**config.mk**
```make
export PLATFORM = sky130hd
export DESIGN_NAME = rba_ram
export DESIGN_NICKNAME = d
export VERILOG_FILES = /design/src/rtl/refcounted_block_allocator_core_macros.svh /design/src/rtl/rba_ram.sv
export SDC_FILE = /design/constraint.sdc
export NUM_CORES = 2
export LEC_CHECK = 0
export BUFFER_PORTS_ARGS = -buffer_cell sky130_fd_sc_hd__buf_2
export CAP_MARGIN = 20
export CORE_ASPECT_RATIO = 1.5
export CORE_UTILIZATION = 35
export DETAILED_ROUTE_END_ITERATION = 16
export PLACE_DENSITY = 0.57
export SKIP_CTS_REPAIR_TIMING = 1
export SLEW_MARGIN = 20
export SYNTH_ARGS = -nofsm -noshare
export SYNTH_HDL_FRONTEND = slang
export SYNTH_SLANG_ARGS = --single-unit
```
**constraint.sdc**
```tcl
create_clock -name clk -period 8.68 [get_ports clk]
set_clock_uncertainty 0.05 [all_clocks]
set_input_delay 1.302 -clock clk [delete_from_list [all_inputs] [get_ports clk]]
set_output_delay 1.302 -clock clk [all_outputs]
set_load 0.03 [all_outputs]
```
**src/rtl/refcounted_block_allocator_core_macros.svh**
```systemverilog
// Assertion helpers for the allocator RTL
`ifndef REFCOUNTED_BLOCK_ALLOCATOR_CORE_MACROS_SVH
`define REFCOUNTED_BLOCK_ALLOCATOR_CORE_MACROS_SVH

`ifndef SYNTHESIS
`define RBA_ASSERT_IMP(label, clk, rst, ante, cons) \
  label: assert property (@(posedge clk) disable iff (rst) (ante) |-> (cons)) \
    else $error("rba assertion failed");
`define RBA_ASSERT_NEXT(label, clk, rst, ante, cons) \
  label: assert property (@(posedge clk) disable iff (rst) (ante) |=> (cons)) \
    else $error("rba assertion failed");
`else
`define RBA_ASSERT_IMP(label, clk, rst, ante, cons)
`define RBA_ASSERT_NEXT(label, clk, rst, ante, cons)
`endif

`endif

```
**src/rtl/rba_ram.sv**
```systemverilog
module rba_ram #(
  parameter int DEPTH = 64,
  parameter int WIDTH = 64
) (
  input  logic                     clk,
  input  logic                     we,
  input  logic [$clog2(DEPTH)-1:0] waddr,
  input  logic [WIDTH-1:0]         wdata,
  input  logic [$clog2(DEPTH)-1:0] raddr,
  output logic [WIDTH-1:0]         rdata
);

  logic [WIDTH-1:0] mem [DEPTH];

  always_ff @(posedge clk) begin
    if (we) begin
      mem[waddr] <= wdata;
    end
    rdata <= mem[raddr];
  end

endmodule

```
After elaboration in Yosys (flattened, before gate mapping)

Memories as Yosys holds them, arrays and structs flattened. A register that Yosys moved wholly into a read port is not among the register bits.
Cells that the tools add are included.

Bits in latches: 0
Output and inout port bits: 64
Input bits: 78
Logic and storage cells: 3
Bits in writable memories: 4096
Bits in read-only memories: 0
Flip-flop bits (word level): 0
Memories: 1

Memory list:

| name | words | bits a word | read ports | clocked after Yosys merged registers in | write ports | line          | RTL |
|---|---|---|---|---|---|---|---|
| mem  | 64    | 64          | 1          | 1                                       | 1           | rba_ram.sv:13 | `logic [WIDTH-1:0] mem [DEPTH];` |

Shift-type cells: 0
Eq/ne operators: 0
$lt $le $gt $ge: 0
Multiply operators: 0
Add/sub/neg operators: 0
Bitwise logic cells: 0
Reductions and logical operators: 0
Multiplexer cells: 2
Div/mod/pow operators: 0

Operator list:

| operator         | count |
|---|---|
| 1-bit 2-to-1 mux | 2 |

Logic depth before layout (Yosys ltp)

Depth in word-level cells: 2
Mapped depth: 9
Gate-level depth less buffers: 5

Worst setup path before layout

Ideal clock, no wire load.

Path kind: input to register
From: in waddr[3]
To: mem mem[48][0] (enable)
Path buffers: 1
Stages on the path: 4
Arrival time: 6.174 ns
Required time: 8.066 ns
Setup time: 0.564 ns
Slack: 1.892 ns
Cells stage by stage: clkbuf_1 > nor2b_1 > nand4b_1 > nor3_1

RTL lines:

| item        | line          | RTL |
|---|---|---|
| from (decl) | rba_ram.sv:7  | `input logic [$clog2(DEPTH)-1:0] waddr,` |
| to (decl)   | rba_ram.sv:13 |  |

No word-level cell before the write port.

==> flow_summary.json <==
{
  "grt_antenna_before_repair": 30,
  "worst_r2r_startpoint": "mem[13][10]",
  "path_clk_slew_ps": 60,
  "cts_made_buffers": 368,
  "synth_cell_type_count": 33,
  "worst_skew_pair.late_latency_ps": 960,
  "start_util_pct": 35.2,
  "final_cell_count_no_fill": 13156,
  "final_setup_slack_of_the_worst_path_ps": 4470,
  "critPathLaunch": "raddr[2]",
  "hold_end": "mem[19][23]",
  "detailroute.wirelength.met3_um": 24900,
  "worst_setup_path_start_kind": "input pin",
  "leakagePower_nw": 54.2,
  "synthesis.nets": 6676,
  "cp_data_arrival_time_ps": 4920,
  "top_layer_used": "met5",
  "routed_via_density": 5.63,
  "grt_first_pass_wirelength_um": 616000,
  "outcome": "finished clean",
  "netlist.top_cell.by_area": "edfxtp_1",
  "synthesis.area_per_instance_um2": 23.7,
  "netlist_area_um2": 156000,
  "htree_num_levels": 5,
  "cts_root_buffer": "clkbuf_16",
  "via_count": 74073,
  "number_of_global_route_vias_before_repair": 76599,
  "die_h_um": 821,
  "routed_wl_um": 447000,
  "grt_overflow_total": 0,
  "sequential_fraction_of_the_synthesis_area_pct": 79.5,
  "numClockSinks": 4160,
  "min_delay_path_depth": 1,
  "die_width_um": 548,
  "final-max-slew-violation-count": 0,
  "worst-setup-path-type": "input pin to flop",
  "slew_at_the_pin_closest_to_its_max_slew_limit_ps": 1190,
  "unrepaired_setup_endpoints_after_global_routing": "false",
  "gpl.final_weighted_congestion": 0.769,
  "number_of_standard_cell_rows_in_the_floorplan": 300,
  "vdd_drop_max_mv": 0.163,
  "fin_hold_ws_ps": 747,
  "number_of_instances_in_the_synthesized_netlist": 6598,
  "dp_worst_setup_slack_ps": 3400,
  "power_density_nw_per_um2": 231,
  "hold_path_class": "input pin to flop",
  "coreArea_um2": 445000,
  "finalHoldViolCount": 0,
  "postRouteAntennaNets": 0,
  "met2_length_um": 242000,
  "dp_cells": 12446,
  "grt_start_max_net_pins": 113,
  "ioPinCount": 142,
  "wirelength_met1_um": 163000,
  "post-route-drc-count": 0,
  "r2r_slack_ps": 6400,
  "clock_tree.buffer_depth": 4,
  "crit_fanout": 112,
  "synth_warnings": 0,
  "setup_violations": 0,
  "post_route_cells_drive_above_1_share_pct": 27.9,
  "yosys_top_cell_area_share_pct": 78.7,
  "detailedRoute.firstIterationViolations": 8155,
  "peak_clock_frequency_supported_by_timing_ghz": 0.238,
  "tritoncts": "yes",
  "flow.area_growth_from_synthesis_pct": 13.4,
  "worst_r2r_endpoint": "rdata[10]",
  "type_of_element_capturing_the_critical_path": "flop",
  "cap_violations": 0,
  "routedWlPerCell_um": 33.9,
  "setup-tns-final_ps": 0,
  "min_period_over_period_pct": 48.5,
  "rr_worst_depth": 5,
  "worst_slew_margin_rel_pct": 20.5,
  "worst_hold_startpoint": "wdata[23]",
  "io_buffer_count": 141,
  "seq_cells_post_synth": 4160,
  "cp_data_required_time_ps": 9400,
  "grt_use_total_pct": 19.7,
  "design.final.nets": 7009,
  "time_the_worst_path_needs_with_i_o_delays_and_setup_ps": 4210,
  "netlist_top_cells_area": "edfxtp_1, mux4_2, mux2i_1",
  "fp.dieArea_um2": 449000,
  "post_dp_hpwl_um": 233000,
  "drt-pass1-iter-count": 5
}
==> cell families after synthesis <==
| logic type | synth area share, % |
|---|---|
| buf+inv | 1.18 |
| simple gates | 1.24 |
| flops | 79.5 |
| compound gates | 2.48 |
| mux | 15.6 |
==> state kept, by name, summed over array words and instances, names as in the netlist <==
name,count
mem,4096
rdata,64
==> worst max-delay path: stages <==
cell      delay, ps
buf_8           610
buf_12          450
buf_12          630
mux4_2          390
or3_1           320
a41oi_1         590
a211oi_1        100
==> routing by layer <==
layer  vias up  track usage, %
met5         -               0
met4        10            6.98
met2      2824            36.4
met3       679            2.55
met1     41440            23.3
li1      29120               -
==> metrics by stage <==
| stage | total power (W) | area, µm² | utilization, % |
|---|---|---|---|
| floorplan | 0.0238 | 156000 | - |
| global placement | 0.0247 | 165000 | 37.1 |
| detailed placement | 0.0248 | 165000 | 37.1 |
| CTS | 0.0412 | 177000 | 39.8 |
| global route | 0.0419 | 177000 | 39.9 |
| finish | 0.0409 | 177000 | 39.9 |
==> cell type report <==
class                           count  area (µm²)
Multi-Input combinational cell   2049       30800
Antenna cell                       26        65.1
Sequential cell                  4160      124000
Tap cell                         5889        7370
Timing Repair Buffer              333        2840
Fill cell                       38738      267000
Inverter                           19        71.3
Clock buffer                      438        9650
Clock inverter                    242        2320
==> report_power, final <==
group | internal, W | switching, W
sequential | 0.0222 | 0.0000986
combinational | 0.000691 | 0.00127
clock | 0.00915 | 0.00744
==> cell usage in the layout (no fill, tap or decap), types with 4 or more instances in the layout <==
cell	n
clkinv_2	84
nand2_1	55
a22oi_1	168
clkinvlp_4	20
nor2b_4	4
nor2b_1	24
a2bb2oi_1	19
nor2_4	65
or3_1	29
diode_2	26
mux4_2	1024
edfxtp_1	4096
nand2b_1	8
a41oi_1	26
a211oi_1	63
buf_12	47
o221ai_1	38
buf_4	168
buf_2	115
clkinv_1	70
bufinv_16	39
a22o_1	88
o22ai_1	83
nand3_1	45
mux2i_1	135
and3_1	64
nor2_1	47
clkbuf_16	374
or2_2	28
inv_6	13
inv_1	19
clkbuf_1	59
dfxtp_1	64
clkinv_4	9
clkbuf_8	5
a31oi_1	18
==> cell usage after synthesis (all sizes together) <==
master      n
a41oi      26
and3       64
nor3        2
a31o        1
clkbuf    140
a31oi      18
or2        28
a2bb2oi    19
inv        19
and2        3
dfxtp      64
a22oi     168
a22o       88
buf       230
nor2      112
edfxtp   4096
nand4       2
nand4b      1
nand2      58
mux2i     135
or3        29
nand3b      2
nand2b     11
o22ai      83
or3b        1
a211oi     63
nor2b      28
mux4     1024
o221ai     38
nand3      45
==> worst max path at each step <==
stage	to	slack (ps)	depth (start not counted)
after floorplan	mem[48][0]	1890	4
after global placement	rdata[17]	3380	8
after detailed placement	rdata[17]	3400	8
after CTS	rdata[17]	4420	8
after global routing	rdata[17]	4430	8
final	rdata[21]	4470	7
Power figures use the tool's default switching activity.
