**src/rtl/refcounted_block_allocator_core_macros.svh**
```systemverilog
// Assertion helpers for the allocator RTL
`ifndef REFCOUNTED_BLOCK_ALLOCATOR_CORE_MACROS_SVH
`define REFCOUNTED_BLOCK_ALLOCATOR_CORE_MACROS_SVH

`ifndef SYNTHESIS
`define RBA_ASSERT_IMP(label, clk, rst, ante, cons) \
  label: assert property (@(posedge clk) disable iff (rst) (ante) |-> (cons)) \
    else $error("rba assertion failed");
`define RBA_ASSERT_NEXT(label, clk, rst, ante, cons) \
  label: assert property (@(posedge clk) disable iff (rst) (ante) |=> (cons)) \
    else $error("rba assertion failed");
`else
`define RBA_ASSERT_IMP(label, clk, rst, ante, cons)
`define RBA_ASSERT_NEXT(label, clk, rst, ante, cons)
`endif

`endif

```
**src/rtl/rba_pkg.sv**
```systemverilog
package rba_pkg;

  localparam int TOTAL_BLOCKS   = 64;
  localparam int COMMAND_BLOCKS = 16;

  localparam int CMD_END = (COMMAND_BLOCKS < TOTAL_BLOCKS) ? COMMAND_BLOCKS : TOTAL_BLOCKS;
  localparam int WORDS   = (TOTAL_BLOCKS + 3) / 4;
  localparam int WA_W    = $clog2(WORDS);
  localparam int IDX_W   = $clog2(TOTAL_BLOCKS);

  localparam int CMD_FIRST_WORD  = 0;
  localparam int CMD_LAST_WORD   = (CMD_END - 1) / 4;
  localparam bit DATA_EMPTY      = (CMD_END >= TOTAL_BLOCKS);
  localparam int DATA_FIRST_WORD = DATA_EMPTY ? (WORDS - 1) : (CMD_END / 4);
  localparam int DATA_LAST_WORD  = WORDS - 1;

  localparam int FIELD_IDX_W = 6;
  localparam int ADDR_W      = 64;
  localparam int COUNT_W     = 8;
  localparam int WORD_W      = 4 * COUNT_W;

  localparam logic [WORD_W-1:0]  SIGN_MARKS = 32'h8080_8080;
  localparam logic [COUNT_W-1:0] COUNT_FREE = 8'hFF;
  localparam logic [COUNT_W-1:0] COUNT_ONE  = 8'h01;

  typedef enum logic [1:0] {
    OP_ALLOC    = 2'd0,
    OP_DISPOSE  = 2'd1,
    OP_TRY_FREE = 2'd2,
    OP_READ     = 2'd3
  } op_t;

  typedef enum logic [1:0] {
    S_IDLE,
    S_SCAN,
    S_DONE
  } state_t;

  typedef struct packed {
    op_t        op;
    logic [3:0] lane_en;
    logic [1:0] lane_sel;
  } scan_ctrl_t;

  typedef struct packed {
    logic               hit;
    logic [1:0]         hit_lane;
    logic [COUNT_W-1:0] new_cnt;
    logic               freed;
    logic [WORD_W-1:0]  word_new;
  } scan_res_t;

endpackage

```
**src/rtl/rba_scan_unit.sv**
```systemverilog
module rba_scan_unit import rba_pkg::*; (
  input  scan_ctrl_t        ctrl,
  input  logic [WORD_W-1:0] word,
  output scan_res_t         res
);

  logic [WORD_W-1:0]  marks;
  logic [3:0]         free_lane;
  logic [1:0]         sel;
  logic [COUNT_W-1:0] old_cnt;
  logic               in_use;

  assign marks = word & SIGN_MARKS;

  always_comb begin
    for (int j = 0; j < 4; j++) begin
      free_lane[j] = (|marks[COUNT_W*j +: COUNT_W]) & ctrl.lane_en[j];
    end
  end

  always_comb begin
    res = '0;
    res.hit = |free_lane;
    // lowest free lane wins
    if (free_lane[0]) begin
      res.hit_lane = 2'd0;
    end else if (free_lane[1]) begin
      res.hit_lane = 2'd1;
    end else if (free_lane[2]) begin
      res.hit_lane = 2'd2;
    end else begin
      res.hit_lane = 2'd3;
    end

    sel     = (ctrl.op == OP_ALLOC) ? res.hit_lane : ctrl.lane_sel;
    old_cnt = word[COUNT_W*sel +: COUNT_W];
    in_use  = (old_cnt != '0) && !old_cnt[COUNT_W-1];

    unique case (ctrl.op)
      OP_ALLOC:    res.new_cnt = COUNT_ONE;
      OP_DISPOSE:  res.new_cnt = old_cnt - COUNT_ONE;
      OP_TRY_FREE: res.new_cnt = in_use ? old_cnt : COUNT_FREE;
      OP_READ:     res.new_cnt = old_cnt;
      default:     res.new_cnt = old_cnt;
    endcase

    res.freed = (ctrl.op == OP_TRY_FREE) && !in_use;
    res.word_new = word;
    res.word_new[COUNT_W*sel +: COUNT_W] = res.new_cnt;
  end

endmodule

```
**config.mk**
```make
export PLATFORM = sky130hd
export DESIGN_NAME = rba_scan_unit
export DESIGN_NICKNAME = d
export VERILOG_FILES = /design/src/rtl/refcounted_block_allocator_core_macros.svh /design/src/rtl/rba_pkg.sv /design/src/rtl/rba_scan_unit.sv
export SDC_FILE = /design/constraint.sdc
export NUM_CORES = 1
export LEC_CHECK = 0
export ABC_AREA = 0
export BUFFER_PORTS_ARGS = -buffer_cell sky130_fd_sc_hd__buf_2
export CAP_MARGIN = 20
export CORE_MARGIN = 3
export CORE_UTILIZATION = 35
export DETAILED_ROUTE_END_ITERATION = 7
export GPL_ROUTABILITY_DRIVEN = 0
export PLACE_DENSITY_LB_ADDON = 0.2
export SLEW_MARGIN = 10
export SYNTH_ARGS = -nofsm -noshare
export SYNTH_HDL_FRONTEND = slang
export SYNTH_SLANG_ARGS = --single-unit
```
**constraint.sdc**
```tcl
create_clock -name vclk -period 6.23
set_input_delay 0.3115 -clock vclk [all_inputs]
set_output_delay 0.3115 -clock vclk [all_outputs]
set_load 0.005 [all_outputs]
```
; Yosys cells after proc, flatten, opt, wreduce, memory -nomap -nowiden
; Index checks and enable logic that the tools add are counted.
[totals]
reg_bits = 0
inputBits = 40
word_cells = 26
[op_classes]
n_addsub = 2
eq_ne = 3
shifts = 3
n_mux = 7
bitwise_logic = 4
reduce_logical = 7
[op_table]
columns = operator, n
row1 = 5-bit negator with 34-bit output, 1
row2 = "8-bit by 34-bit variable shift with 32-bit output, first input constant", 1
row3 = 8-bit by 34-bit indexed part select with 32-bit output, 1
row4 = 32-bit bitwise mux, 1
row5 = 8-bit one-hot mux with 4 select lines, 1
row6 = 32-bit by 6-bit indexed part select with 8-bit output, 1
row7 = 8-bit two-way mux, 1
row8 = 8-bit nonzero test, 1
row9 = "8-bit by 1-bit subtractor with 8-bit output, second input constant", 1
row10 = 2-bit two-way mux, 3
row11 = 1-bit bitwise AND, 4
row12 = "2-bit == test, second input constant", 2
row13 = 4-bit OR reduction, 1
row14 = "2-bit by 1-bit == test with 1-bit output, second input constant", 1
row15 = 1-bit logical AND, 2
row16 = 1-bit zero test, 2
row17 = 2-bit zero test, 1
row18 = 1-bit two-way mux, 1

; Logic depth before layout (Yosys ltp)
[logic_depth]
ltp_word = 12
ltp_mapped = 13
ltp_nobuf = 10

; Worst setup path after synthesis
; Ideal clock, no wire load.
[synth_timing]
kind = input to output
start = input port ctrl[6] (netlist name)
end = output port res[6] (netlist name)
arrival_time_ns = 2.393
required_ns = 5.918
path_slack_ns = 3.526
stages = 11
path_buffers = 4
path_cell_list = buf_6 or2_4 and2_1 or2_1 buf_6 clkinv_4 buf_4 ha_1 clkbuf_1 nand3b_1 o32ai_1
[synth_rtl]
columns = element, line
row1 = "start, declared", rba_scan_unit.sv:2  ; input scan_ctrl_t ctrl,
row2 = "end, declared", rba_scan_unit.sv:4  ; output scan_res_t res

==> results list <==
* Area after DPL: 1870 µm²
* Max stage delay cell, worst path: sky130_fd_sc_hd__or2_1
- Summing all multi-input logic gate instances after layout gives 1220 µm².
- Worst min path class: primary input to output port
- Peak Freq: 279 MHz
- Detailed routing inserted a total of approximately 2000 vias.
* Placeable core region: 3850 µm²
* Setup crit end kind: output port
* Global routing met3 resource utilization: 0.0114
* Net count after synthesis: 263
- The Yosys step of the flow raised 0 warnings.
- For this run, the slowest stage of the critical path takes 410 ps.
- Combinational fraction of design power: 1.000
- Post-CTS setup buffers: 0
- Routed WL per cell: between 15 and 20 µm
- VDD sags by at most 0.0000438 V.
- Cell row count: 22
- Relative slew slack: 0.563
* DRC violation count after routing: 0
- Antenna violations before repair: 0
- Leakage power summed over all cells: 1.03 nW
- Dividing total power by cell area gives a power density of 102 nW/µm².
- CTS resizes: 0
- Maximum number of pins on one net before global-route repair: 29
- Sw Ratio: 0.576
* CP Launch Type: primary input
* Overall die width: 70.9 µm
- Relative contribution of the clock network to total power: 0
* Commonest cells in the synthesized netlist: 42 x sky130_fd_sc_hd__inv_1, 27 x sky130_fd_sc_hd__mux2i_1, 23 x sky130_fd_sc_hd__o22ai_1
- Chip Height: around 71 µm
* Pins Over Slew Limit: 0
* Total GRT Usage: 0.215
* Fraction of met1 tracks used by global routing: 0.317
- With fillers left out, the area of the finished cells amounts to 1870 µm².
- Cell area after technology mapping: 1470 µm²
- Post-DP HPWL: around 4400 µm
- Summed over all layers, the routed wires come to roughly 5700 µm.
* # setup viols final: 0
- For the final routed database, the setup TNS stands at 0 ps.
* Internal power of the cells: 0.0000810 W
- Full die area: 5030 µm²
- Critical-path cell list: buf_2 -> a211o_1 -> a31oi_1 -> or2_1 -> clkinv_4 -> ha_1 -> nor2b_1 -> nand3_1 -> o32ai_1 -> buf_2
* Final hold vios: 0
- Crit Path Class: primary input to output port
- Met2 GRT Util: 0.342
- The number of global-route vias before repair is 1866.
- Initial core utilization: 0.382
* Flip-flop and latch area: 0 µm²
- After synthesis, the netlist uses 50 different library cells.
- Transition time of the tightest slew-check pin: ~650 ps
- Yosys attributes the largest share of cell area to sky130_fd_sc_hd__mux2i_1 18%, sky130_fd_sc_hd__inv_1 11%, sky130_fd_sc_hd__o22ai_1 9.8%.
- Of the total power, registers draw 0.
* Critical path's most frequent cell: sky130_fd_sc_hd__buf_2
- Synthesis produced a netlist whose cell count is 219.
* Shortest period the worst path allows: 3580 ps
- Share of the clock period used by the worst path after layout: 0.575
- Worst EP required: 5920 ps
* Largest area contributor in the synthesized netlist: sky130_fd_sc_hd__mux2i_1
- There are 0 flip-flops and latches.
* Portion of the post-synthesis area used by sequential elements: 0
- In this run the tool buffered the top-level ports with 84 buffer cells.
- The total overflow left after global routing is 0.
- Antenna Cells: 0
- Relative to the synthesized area, the layout overhead comes to 26.9%.
- Hold repair after CTS inserted 0 buffers.
* Share of final-layout standard cells stronger than drive strength 1: 0.344
- Post-Synthesis Mean Instance Area: 6.73 µm²
- Counting the clock-network buffers in the layout gives 0.
- Fill cells: approximately 430
* Arrival time reported for the critical path endpoint: around 3300 ps
- RSZ-0062 raised after global routing: no
- Along the worst path, the maximum fanout reaches 21.
- The first global-routing pass estimated 9120 µm of wire.
- After global routing, the most crowded layer is met2.
* Max capacitance violation total: 0
- Switching Power: 0.000110 W
- The final layout contains approximately 340 nets.
* Most repeated cell in the gate-level netlist after synthesis: sky130_fd_sc_hd__inv_1
- Number of search-and-repair iterations in the first detailed-routing pass: 5
- Run status: finished, final reports clean
- 84 I/O pins were placed.
- After the first detailed-routing iteration, the DRC count stood at roughly 150.
- After detailed routing, the number of vias per cell comes to 5.90.
* Antenna Nets Post-Route: 0
* Share of the synthesized area in the top cell type: 0.183
power groups by stage:
stage,clock network (W),registers (W),logic (W)
3_3_place_gp,0,0,0.000189
3_5_place_dp,0,0,0.000189
6_report,0,0,0.000191
5_1_grt,0,0,0.000211
2_1_floorplan,0,0,0.000123
4_1_cts,0,0,0.000190
cells in the final DEF (no fill, tap or decap), drive strengths merged, types with 6 or more instances in the layout:
master / count
nor2: 13
a21oi: 7
inv: 42
mux2i: 28
o32ai: 6
mux2: 6
buf: 85
o21ai: 6
nand3: 13
nand2: 8
o221ai: 8
o22ai: 23
kinds of logic after synthesis:
kind of cell               after synthesis  synth area share
AOI/OAI and AO/OA                       71             0.363
buffers and inverters                   56             0.175
and+or+nand+nor                         54             0.187
muxes                                   34             0.241
adders and majority gates                4            0.0340
final cells by class:
| type | instances | share of cell area |
|---|---|---|
| Tap cell | 48 | 0.0321 |
| Multi-Input combinational cell | 163 | 0.650 |
| Timing Repair Buffer | 85 | 0.229 |
| Inverter | 43 | 0.0890 |
worst max-delay path: cells and delay by family:
kind | cells | cell delay, ps
buf+inv | 3 | 670
fa+ha+maj | 1 | 410
simple gates | 3 | 1020
compound gates | 3 | 850
per-layer routing:
metal,share of wire,up-vias
met1,0.45,909
met5,0,-
met4,0.020,0
met3,0.087,13
li1,-,965
met2,0.44,112
stage by stage:
stage / instances / util / total power (W) / setup WS (ps) / hold WS [ps]
floorplan: 219 / - / 0.000123 / 3530 / 665
global placement: 339 / 0.485 / 0.000189 / 2800 / 900
detailed placement: 339 / 0.485 / 0.000189 / 2700 / 897
CTS: 339 / 0.485 / 0.000190 / 2690 / 900
global route: 339 / 0.485 / 0.000211 / 2400 / 933
finish: 339 / 0.485 / 0.000191 / 2650 / 900
final timing paths:
check / from / end / slack [ps] / cells after the start
setup / recovery: ctrl[7] / res[22] / 2650 / 10
hold / removal: ctrl[2] / res[41] / 900 / 3
No activity file was read; power rests on OpenSTA's default activity.
